--- config.mk ---
export PLATFORM = sky130hd
export DESIGN_NAME = rc4_stream_cipher_unit
export DESIGN_NICKNAME = d
export VERILOG_FILES = /design/src/hdl/rc4sc_pkg.sv /design/src/hdl/rc4sc_perm_mem.sv /design/src/hdl/rc4sc_cfg_regs.sv /design/src/hdl/rc4sc_engine.sv /design/src/hdl/rc4_stream_cipher_unit.sv
export SDC_FILE = /design/constraint.sdc
export NUM_CORES = 2
export LEC_CHECK = 0
export BUFFER_PORTS_ARGS = -buffer_cell sky130_fd_sc_hd__buf_2
export CAP_MARGIN = 20
export CORE_MARGIN = 10
export CORE_UTILIZATION = 45
export DETAILED_ROUTE_END_ITERATION = 6
export PLACE_DENSITY_LB_ADDON = 0.08
export SYNTH_ARGS = -nofsm -noshare
export SYNTH_HDL_FRONTEND = slang
export SYNTH_SLANG_ARGS = --single-unit
--- constraint.sdc ---
create_clock -name i_clk -period 34 [get_ports i_clk]
set_input_delay 5.1 -clock i_clk [delete_from_list [all_inputs] [get_ports i_clk]]
set_output_delay 5.1 -clock i_clk [all_outputs]
set_load 0.02 [all_outputs]
--- src/hdl/rc4sc_pkg.sv ---
// rc4sc_pkg: shared types, constants and register codes of the rc4 cipher unit
// used by every module under hdl, no dependencies
package rc4sc_pkg;

    localparam int P_TABLE_DEPTH   = 256;
    localparam int P_IDX_W         = $clog2(P_TABLE_DEPTH);
    localparam int P_BYTE_W        = 8;
    localparam int P_KEY_WORDS     = 4;
    localparam int P_DATA_W        = 64;
    localparam int P_KEY_BYTES     = P_KEY_WORDS * P_DATA_W / P_BYTE_W;
    localparam int P_KEY_W         = P_KEY_BYTES * P_BYTE_W;
    localparam int P_LEN_W         = 6;
    localparam int P_ADDR_W        = 6;
    localparam int P_MAX_KEY_BYTES = 32;
    localparam int P_CNT_W         = 9;
    localparam logic [P_LEN_W-1:0] P_LEN_RESET = 6'd32;

    localparam logic CMD_REKEY = 1'b0;
    localparam logic CMD_CRYPT = 1'b1;

    typedef enum logic [2:0] {
        REG_KEY_WORD0  = 3'd0,
        REG_KEY_WORD1  = 3'd1,
        REG_KEY_WORD2  = 3'd2,
        REG_KEY_WORD3  = 3'd3,
        REG_KEY_LENGTH = 3'd4
    } t_reg_idx;

    typedef enum logic [3:0] {
        ST_IDLE,
        ST_CR1,
        ST_CR2,
        ST_CR3,
        ST_HOLD,
        ST_KS0,
        ST_KS1,
        ST_KS2,
        ST_KS3
    } t_state;

    typedef struct packed {
        logic                cmd;
        logic [P_BYTE_W-1:0] data_in;
        logic                end_in;
    } t_in_req;

    typedef struct packed {
        logic [P_BYTE_W-1:0] data_out;
        logic                end_out;
    } t_out_res;

    typedef struct packed {
        logic [P_KEY_W-1:0] key;
        logic [P_LEN_W-1:0] len;
    } t_key_cfg;

    typedef struct packed {
        logic [P_IDX_W-1:0]  raddr;
        logic                we;
        logic [P_IDX_W-1:0]  waddr;
        logic [P_BYTE_W-1:0] wdata;
        logic                clr;
    } t_mem_req;

endpackage

--- src/hdl/rc4sc_perm_mem.sv ---
// rc4sc_perm_mem: 256 x 8 permutation memory, one read and one write port
// entries without a valid bit read as their own address; depends on rc4sc_pkg
module rc4sc_perm_mem (
    input  logic                         i_clk,
    input  logic                         i_rst_n,
    input  rc4sc_pkg::t_mem_req          i_req,
    output logic [rc4sc_pkg::P_BYTE_W-1:0] o_rdata
);

    logic [rc4sc_pkg::P_BYTE_W-1:0] r_mem [rc4sc_pkg::P_TABLE_DEPTH];
    logic [rc4sc_pkg::P_TABLE_DEPTH-1:0] r_valid;
    logic [rc4sc_pkg::P_BYTE_W-1:0] r_rdata;

    always_ff @(posedge i_clk) begin
        if (i_req.we) begin
            r_mem[i_req.waddr] <= i_req.wdata;
        end
    end

    always_ff @(posedge i_clk) begin
        if (!i_rst_n) begin
            r_valid <= '0;
        end else if (i_req.clr) begin
            r_valid <= '0;
        end else if (i_req.we) begin
            r_valid[i_req.waddr] <= 1'b1;
        end
    end

    // write-first bypass on an address match
    always_ff @(posedge i_clk) begin
        if (i_req.clr) begin
            r_rdata <= i_req.raddr;
        end else if (i_req.we && (i_req.waddr == i_req.raddr)) begin
            r_rdata <= i_req.wdata;
        end else if (r_valid[i_req.raddr]) begin
            r_rdata <= r_mem[i_req.raddr];
        end else begin
            r_rdata <= i_req.raddr;
        end
    end

    assign o_rdata = r_rdata;

endmodule

--- src/hdl/rc4sc_cfg_regs.sv ---
// rc4sc_cfg_regs: apb register file holding the key words and key length
// depends on rc4sc_pkg
module rc4sc_cfg_regs (
    input  logic                           i_clk,
    input  logic                           i_rst_n,
    input  logic                           psel,
    input  logic                           penable,
    input  logic                           pwrite,
    input  logic [rc4sc_pkg::P_ADDR_W-1:0] paddr,
    input  logic [rc4sc_pkg::P_DATA_W-1:0] pwdata,
    output logic [rc4sc_pkg::P_DATA_W-1:0] prdata,
    output logic                           pready,
    output rc4sc_pkg::t_key_cfg            o_key
);

    logic [rc4sc_pkg::P_DATA_W-1:0] r_key0, r_key1, r_key2, r_key3;
    logic [rc4sc_pkg::P_LEN_W-1:0]  r_len;
    rc4sc_pkg::t_reg_idx            reg_idx;
    logic                           wr_en;

    assign reg_idx = rc4sc_pkg::t_reg_idx'(paddr[rc4sc_pkg::P_ADDR_W-1:3]);
    assign pready  = 1'b1;
    assign wr_en   = psel && penable && pwrite && pready;

    always_ff @(posedge i_clk) begin
        if (!i_rst_n) begin
            r_key0 <= '0;
            r_key1 <= '0;
            r_key2 <= '0;
            r_key3 <= '0;
            r_len  <= rc4sc_pkg::P_LEN_RESET;
        end else if (wr_en) begin
            case (reg_idx)
                rc4sc_pkg::REG_KEY_WORD0:  r_key0 <= pwdata;
                rc4sc_pkg::REG_KEY_WORD1:  r_key1 <= pwdata;
                rc4sc_pkg::REG_KEY_WORD2:  r_key2 <= pwdata;
                rc4sc_pkg::REG_KEY_WORD3:  r_key3 <= pwdata;
                rc4sc_pkg::REG_KEY_LENGTH: r_len  <= pwdata[rc4sc_pkg::P_LEN_W-1:0];
                default: ;
            endcase
        end
    end

    always_comb begin
        case (reg_idx)
            rc4sc_pkg::REG_KEY_WORD0:  prdata = r_key0;
            rc4sc_pkg::REG_KEY_WORD1:  prdata = r_key1;
            rc4sc_pkg::REG_KEY_WORD2:  prdata = r_key2;
            rc4sc_pkg::REG_KEY_WORD3:  prdata = r_key3;
            rc4sc_pkg::REG_KEY_LENGTH: prdata = rc4sc_pkg::P_DATA_W'(r_len);
            default:                   prdata = '0;
        endcase
    end

    assign o_key.key = {r_key3, r_key2, r_key1, r_key0};
    assign o_key.len = r_len;

endmodule

--- src/hdl/rc4sc_engine.sv ---
// rc4sc_engine: sequencer for key schedule and keystream, drives the table memory
// holds both indices and the result register; depends on rc4sc_pkg
module rc4sc_engine #(
    parameter int MAX_KEY_BYTES = rc4sc_pkg::P_MAX_KEY_BYTES
) (
    input  logic                             i_clk,
    input  logic                             i_rst_n,
    input  logic                             i_in_valid,
    output logic                             o_in_stall,
    input  rc4sc_pkg::t_in_req               i_in_req,
    output logic                             o_out_valid,
    input  logic                             i_out_stall,
    output rc4sc_pkg::t_out_res              o_out_res,
    input  rc4sc_pkg::t_key_cfg              i_key,
    output rc4sc_pkg::t_mem_req              o_mem_req,
    input  logic [rc4sc_pkg::P_BYTE_W-1:0]   i_mem_rdata
);

    localparam int KP_W = (MAX_KEY_BYTES > 1) ? $clog2(MAX_KEY_BYTES) : 1;
    localparam int KB_W = $clog2(rc4sc_pkg::P_KEY_BYTES);
    localparam int IW   = rc4sc_pkg::P_IDX_W;
    localparam int BW   = rc4sc_pkg::P_BYTE_W;
    localparam int CW   = rc4sc_pkg::P_CNT_W;

    rc4sc_pkg::t_state   r_state, n_state;
    logic [IW-1:0]       r_idx_a, n_idx_a;
    logic [IW-1:0]       r_idx_b, n_idx_b;
    logic                r_out_valid, n_out_valid;
    rc4sc_pkg::t_out_res r_out_res, n_out_res;
    rc4sc_pkg::t_out_res r_hold, n_hold;
    logic [BW-1:0]       r_data, n_data;
    logic                r_end, n_end;
    logic [BW-1:0]       r_si, n_si;
    logic [IW-1:0]       r_kaddr, n_kaddr;
    logic [IW-1:0]       r_k, n_k;
    logic [IW-1:0]       r_m, n_m;
    logic [KP_W-1:0]     r_kp, n_kp;

    logic                out_free;
    logic                in_take;
    logic [CW-1:0]       len_ext;
    logic [CW-1:0]       n_eff;
    logic [CW-1:0]       kpos;
    logic [BW-1:0]       key_byte;
    logic [BW-1:0]       ks;
    rc4sc_pkg::t_out_res res;

    assign out_free    = !r_out_valid || !i_out_stall;
    assign o_in_stall  = !((r_state == rc4sc_pkg::ST_IDLE) ||
                           ((r_state == rc4sc_pkg::ST_CR3) && out_free));
    assign in_take     = i_in_valid && !o_in_stall;
    assign o_out_valid = r_out_valid;
    assign o_out_res   = r_out_res;

    // effective key length, zero taken as one, saturated to the maximum
    always_comb begin
        len_ext = CW'(i_key.len);
        if (len_ext == '0) begin
            n_eff = CW'(1);
        end else if (len_ext > CW'(MAX_KEY_BYTES)) begin
            n_eff = CW'(MAX_KEY_BYTES);
        end else begin
            n_eff = len_ext;
        end
    end

    assign kpos     = CW'(r_kp);
    assign key_byte = (kpos < CW'(rc4sc_pkg::P_KEY_BYTES)) ?
                      i_key.key[{kpos[KB_W-1:0], 3'b000} +: BW] : '0;

    assign ks           = (r_kaddr == r_idx_b) ? r_si : i_mem_rdata;
    assign res.data_out = r_data ^ ks;
    assign res.end_out  = r_end;

    always_ff @(posedge i_clk) begin
        if (!i_rst_n) begin
            r_state     <= rc4sc_pkg::ST_IDLE;
            r_idx_a     <= '0;
            r_idx_b     <= '0;
            r_out_valid <= 1'b0;
        end else begin
            r_state     <= n_state;
            r_idx_a     <= n_idx_a;
            r_idx_b     <= n_idx_b;
            r_out_valid <= n_out_valid;
        end
    end

    always_ff @(posedge i_clk) begin
        r_out_res <= n_out_res;
        r_hold    <= n_hold;
        r_data    <= n_data;
        r_end     <= n_end;
        r_si      <= n_si;
        r_kaddr   <= n_kaddr;
        r_k       <= n_k;
        r_m       <= n_m;
        r_kp      <= n_kp;
    end

    always_comb begin
        n_state     = r_state;
        n_idx_a     = r_idx_a;
        n_idx_b     = r_idx_b;
        n_out_valid = r_out_valid && i_out_stall;
        n_out_res   = r_out_res;
        n_hold      = r_hold;
        n_data      = r_data;
        n_end       = r_end;
        n_si        = r_si;
        n_kaddr     = r_kaddr;
        n_k         = r_k;
        n_m         = r_m;
        n_kp        = r_kp;
        o_mem_req   = '0;

        case (r_state)
            rc4sc_pkg::ST_CR1: begin
                n_si            = i_mem_rdata;
                n_idx_b         = r_idx_b + i_mem_rdata;
                o_mem_req.raddr = r_idx_b + i_mem_rdata;
                n_state         = rc4sc_pkg::ST_CR2;
            end
            rc4sc_pkg::ST_CR2: begin
                o_mem_req.we    = 1'b1;
                o_mem_req.waddr = r_idx_a;
                o_mem_req.wdata = i_mem_rdata;
                n_kaddr         = r_si + i_mem_rdata;
                o_mem_req.raddr = r_si + i_mem_rdata;
                n_state         = rc4sc_pkg::ST_CR3;
            end
            rc4sc_pkg::ST_CR3: begin
                o_mem_req.we    = 1'b1;
                o_mem_req.waddr = r_idx_b;
                o_mem_req.wdata = r_si;
                if (out_free) begin
                    n_out_valid = 1'b1;
                    n_out_res   = res;
                    n_state     = rc4sc_pkg::ST_IDLE;
                end else begin
                    n_hold  = res;
                    n_state = rc4sc_pkg::ST_HOLD;
                end
            end
            rc4sc_pkg::ST_HOLD: begin
                if (out_free) begin
                    n_out_valid = 1'b1;
                    n_out_res   = r_hold;
                    n_state     = rc4sc_pkg::ST_IDLE;
                end
            end
            rc4sc_pkg::ST_KS0: begin
                o_mem_req.clr   = 1'b1;
                o_mem_req.raddr = '0;
                n_k             = '0;
                n_m             = '0;
                n_kp            = '0;
                n_idx_a         = '0;
                n_idx_b         = '0;
                n_state         = rc4sc_pkg::ST_KS1;
            end
            rc4sc_pkg::ST_KS1: begin
                n_si            = i_mem_rdata;
                n_m             = r_m + i_mem_rdata + key_byte;
                o_mem_req.raddr = r_m + i_mem_rdata + key_byte;
                n_state         = rc4sc_pkg::ST_KS2;
            end
            rc4sc_pkg::ST_KS2: begin
                o_mem_req.we    = 1'b1;
                o_mem_req.waddr = r_k;
                o_mem_req.wdata = i_mem_rdata;
                n_state         = rc4sc_pkg::ST_KS3;
            end
            rc4sc_pkg::ST_KS3: begin
                o_mem_req.we    = 1'b1;
                o_mem_req.waddr = r_m;
                o_mem_req.wdata = r_si;
                if (r_k == IW'(rc4sc_pkg::P_TABLE_DEPTH - 1)) begin
                    n_state = rc4sc_pkg::ST_IDLE;
                end else begin
                    n_k             = r_k + 1'b1;
                    o_mem_req.raddr = r_k + 1'b1;
                    if (kpos + CW'(1) == n_eff) begin
                        n_kp = '0;
                    end else begin
                        n_kp = r_kp + 1'b1;
                    end
                    n_state = rc4sc_pkg::ST_KS1;
                end
            end
            default: ;
        endcase

        // new request, taken in idle or while the previous byte finishes with the result free
        if (in_take) begin
            if (i_in_req.cmd == rc4sc_pkg::CMD_CRYPT) begin
                n_idx_a         = r_idx_a + 1'b1;
                o_mem_req.raddr = r_idx_a + 1'b1;
                n_data          = i_in_req.data_in;
                n_end           = i_in_req.end_in;
                n_state         = rc4sc_pkg::ST_CR1;
            end else begin
                n_state = rc4sc_pkg::ST_KS0;
            end
        end
    end

endmodule

--- src/hdl/rc4_stream_cipher_unit.sv ---
// rc4_stream_cipher_unit: top level, a crypt byte passes engine states cr1, cr2, cr3
// and the next request is taken in cr3 if the result is free, a pace set by the single
// table read port; a rekey request keeps the unit busy while it clears and swaps
// each entry; synchronous active-low reset: table reads as identity, both indices zero,
// key words zero, key length 32; depends on rc4sc_pkg and the rc4sc modules
module rc4_stream_cipher_unit #(
    parameter int MAX_KEY_BYTES = rc4sc_pkg::P_MAX_KEY_BYTES
) (
    input  logic                           i_clk,
    input  logic                           i_rst_n,
    input  logic                           i_in_valid,
    output logic                           o_in_stall,
    input  rc4sc_pkg::t_in_req             i_in_req,
    output logic                           o_out_valid,
    input  logic                           i_out_stall,
    output rc4sc_pkg::t_out_res            o_out_res,
    input  logic                           psel,
    input  logic                           penable,
    input  logic                           pwrite,
    input  logic [rc4sc_pkg::P_ADDR_W-1:0] paddr,
    input  logic [rc4sc_pkg::P_DATA_W-1:0] pwdata,
    output logic [rc4sc_pkg::P_DATA_W-1:0] prdata,
    output logic                           pready
);

    rc4sc_pkg::t_key_cfg            key_cfg;
    rc4sc_pkg::t_mem_req            mem_req;
    logic [rc4sc_pkg::P_BYTE_W-1:0] mem_rdata;

    rc4sc_cfg_regs u_cfg (
        .i_clk   (i_clk),
        .i_rst_n (i_rst_n),
        .psel    (psel),
        .penable (penable),
        .pwrite  (pwrite),
        .paddr   (paddr),
        .pwdata  (pwdata),
        .prdata  (prdata),
        .pready  (pready),
        .o_key   (key_cfg)
    );

    rc4sc_perm_mem u_mem (
        .i_clk   (i_clk),
        .i_rst_n (i_rst_n),
        .i_req   (mem_req),
        .o_rdata (mem_rdata)
    );

    rc4sc_engine #(
        .MAX_KEY_BYTES (MAX_KEY_BYTES)
    ) u_eng (
        .i_clk       (i_clk),
        .i_rst_n     (i_rst_n),
        .i_in_valid  (i_in_valid),
        .o_in_stall  (o_in_stall),
        .i_in_req    (i_in_req),
        .o_out_valid (o_out_valid),
        .i_out_stall (i_out_stall),
        .o_out_res   (o_out_res),
        .i_key       (key_cfg),
        .o_mem_req   (mem_req),
        .i_mem_rdata (mem_rdata)
    );

endmodule

==> results.cfg <==
[finish]
multi_input_area_sq_um = 32500
final_util_pct = 50.9
layout_common_cells = edfxtp_1, nand2_1, nor2_1, dfxtp_1, nand3_1
fillers = 20700
syn2layout_area_growth_pct = 12.3
layout_commonest_cell = edfxtp_1
regArea_sq_um = 74400
layout.nets = 8212
drive_gt1_share_pct = 15.0

[drt]
wl_per_cell_um = 29.9
drtIter0Drc = 8252
dr.pass1.iters = 6
routed_wl_um = 345000
drc = 0
viasPerCell = 6.02
ant_nets = 0
vias = 69300

[logic_synthesis]
ys_warn_count = 0
yosys.area.top_type_share_pct = 58.1
syn_avg_cell_area_sq_um = 13.6
syn_nets = 8127
syn_inst = 8007
synth.distinct_cells = 97
async_flop_share_pct = 0
synth.area.top_cells = edfxtp_1, dfxtp_1, mux4_2
ys.flop_type = edfxtp_1
ys_ff_latch = 2659
netlist_area_sq_um = 109000
yosysSeqAreaShare_pct = 68.2
yosysTopAreaCell = edfxtp_1
synth_edf_count = 2112

[setup_path]
required_ns = 28.90
arrival_ns = 7.14
critPathKind = in -> out
startpoint_type = input pin
crit_fanout = 66
r2r_setup_slack_ns = 23.61
critPathCaptureType = primary output

[sta]
fmax_mhz = 81.7
slew_violations = 0
totalNegativeSetupSlack_ns = 0
period_share_pct = 36.0
timing.final.ws_setup_ns = 21.76
slew-limit-headroom_pct = 15.9
finalSetupViolations = 0
final_hold_viol_count = 0
tightest_slew_ns = 1.26
fin_worst_skew_ns = 0.0497
period_needed_ns = 12.24
grt_setup_unrepaired = no

[power]
p_leak_nw = 40.4
peakVddDrop_v = 0.0000394
power_density_nw_per_um2 = 65.3

[outcome]
status = complete, no violations

[placement]
dpl.hpwl_um = 205000
io_buffers = 158
routabilityCongestion = 0.847
dp_slack_ns = 21.52

[worst_hold_path]
min_path_type = reg -> reg

[die]
die_h_um = 512
dieArea_sq_um = 263000
core_area_sq_um = 241000
rows = 180
ioPinCount = 163
die_x_um = 512
initial_core_util_pct = 45.3

[clocking]
clock_latency_ns = 0.95
htreeDepth = 5
clock-sinks = 2659
cts_made_buffers = 302
cts_hold_buf = 0
tritoncts = yes
cts_setup_buffers = 0
clk_pin_slew_worst_paths_ns = 0.06
cts_root_buffer = clkbuf_16
cts-resized-gates = 0
clock_tree.buffer_depth = 4

[grt]
grt-ovfl-total = 0
grt_usage_pct = 25.5
grt_max_degree = 186
grt_pass1_wl_um = 494000
antenna_found_initial = 29
grt_pass1_vias = 67200

[run]
maxCapViolations = 0
[registers in the layout (all words and copies together), names as in the netlist]
register,flops
u_eng.r_kp,5
u_cfg.r_key0,64
u_cfg.r_key1,64
u_eng.r_m,8
u_mem.r_valid,256
u_mem.r_mem,2048
u_cfg.r_key2,64
u_cfg.r_len,6
u_mem.o_rdata,8
u_eng.r_end,1
u_eng.r_kaddr,8
u_eng.r_idx_a,8
u_eng.o_out_valid,1
u_eng.o_out_res,9
u_eng.r_data,8
u_eng.r_idx_b,8
u_eng.r_k,8
u_eng.r_hold,9
u_eng.r_si,8
u_cfg.r_key3,64
u_eng.r_state,4
[worst paths after layout]
path,startpoint,cells after the start,endpoint
worst min register to register,u_mem.r_valid[234],1,u_mem.r_valid[234]
worst max-delay path,paddr[4],7,prdata[35]
worst min-delay path,u_mem.r_valid[234],1,u_mem.r_valid[234]
worst max register to register,u_eng.r_kp[0],22,u_mem.o_rdata[3]
[layout make-up]
| class | instances | area share, % |
|---|---|---|
| inverter | 18 | 0.0551 |
| antenna | 13 | 0.0265 |
| clock inverter | 104 | 0.746 |
| timing repair buffer | 310 | 1.80 |
| clock buffer | 428 | 6.93 |
| multi-input combinational | 4801 | 26.5 |
| tap | 3185 | 3.25 |
| sequential | 2659 | 60.7 |
[cell families after synthesis]
group,after synthesis,share of synthesized area (%)
other,1,0.00344
DFF,2659,68.2
and+or+nand+nor,3204,12.3
AOI/OAI and AO/OA,972,6.51
buffers and inverters,547,2.35
adders and majority gates,33,0.447
xor gates and xnor gates,55,0.441
muxes,536,9.84
[stage by stage]
step | total power, W | cell area (sq um) | hold slack, ns | std cells
floorplan | 0.00443 | 109000 | 0.406 | 8007
global placement | 0.00492 | 113000 | 0.435 | 11000
detailed placement | 0.00493 | 113000 | 0.447 | 11000
CTS | 0.00805 | 122000 | 0.461 | 11500
global route | 0.00826 | 123000 | 0.473 | 11500
finish | 0.00801 | 123000 | 0.459 | 11500
[routing by layer]
metal  part of all wire (%)  GRT usage (%)  vias to the layer above
met1                     43           36.1                    35900
li1                       -              -                    30000
met5                  0.042              0                        -
met4                    3.1           7.85                       24
met3                    8.2           5.20                      524
met2                     46           39.7                     2863
[power breakdown]
group	leakage [nW]	switching [W]	internal, W
Sequential	23.3	0.0000212	0.00352
Combinational	12.5	0.000906	0.000419
Clock	4.60	0.00129	0.00185
[critical path: stages]
cell     delay (ns)
buf_2          0.29
inv_1          0.15
nor3_2         0.12
buf_4          0.76
a22oi_1        0.17
nand2_1        0.28
buf_2          0.22
[synthesized netlist by cell type, types with 56 or more instances]
library cell,n
nor2_1,701
nand2_1,1736
a21boi_0,258
nand3_1,507
edfxtp_1,2112
a21oi_1,105
o21a_1,82
clkbuf_1,251
a31oi_1,56
mux2i_1,82
buf_2,191
and3_1,70
dfxtp_1,547
a22oi_1,172
mux4_2,424
(Power assumes the default switching activity.)
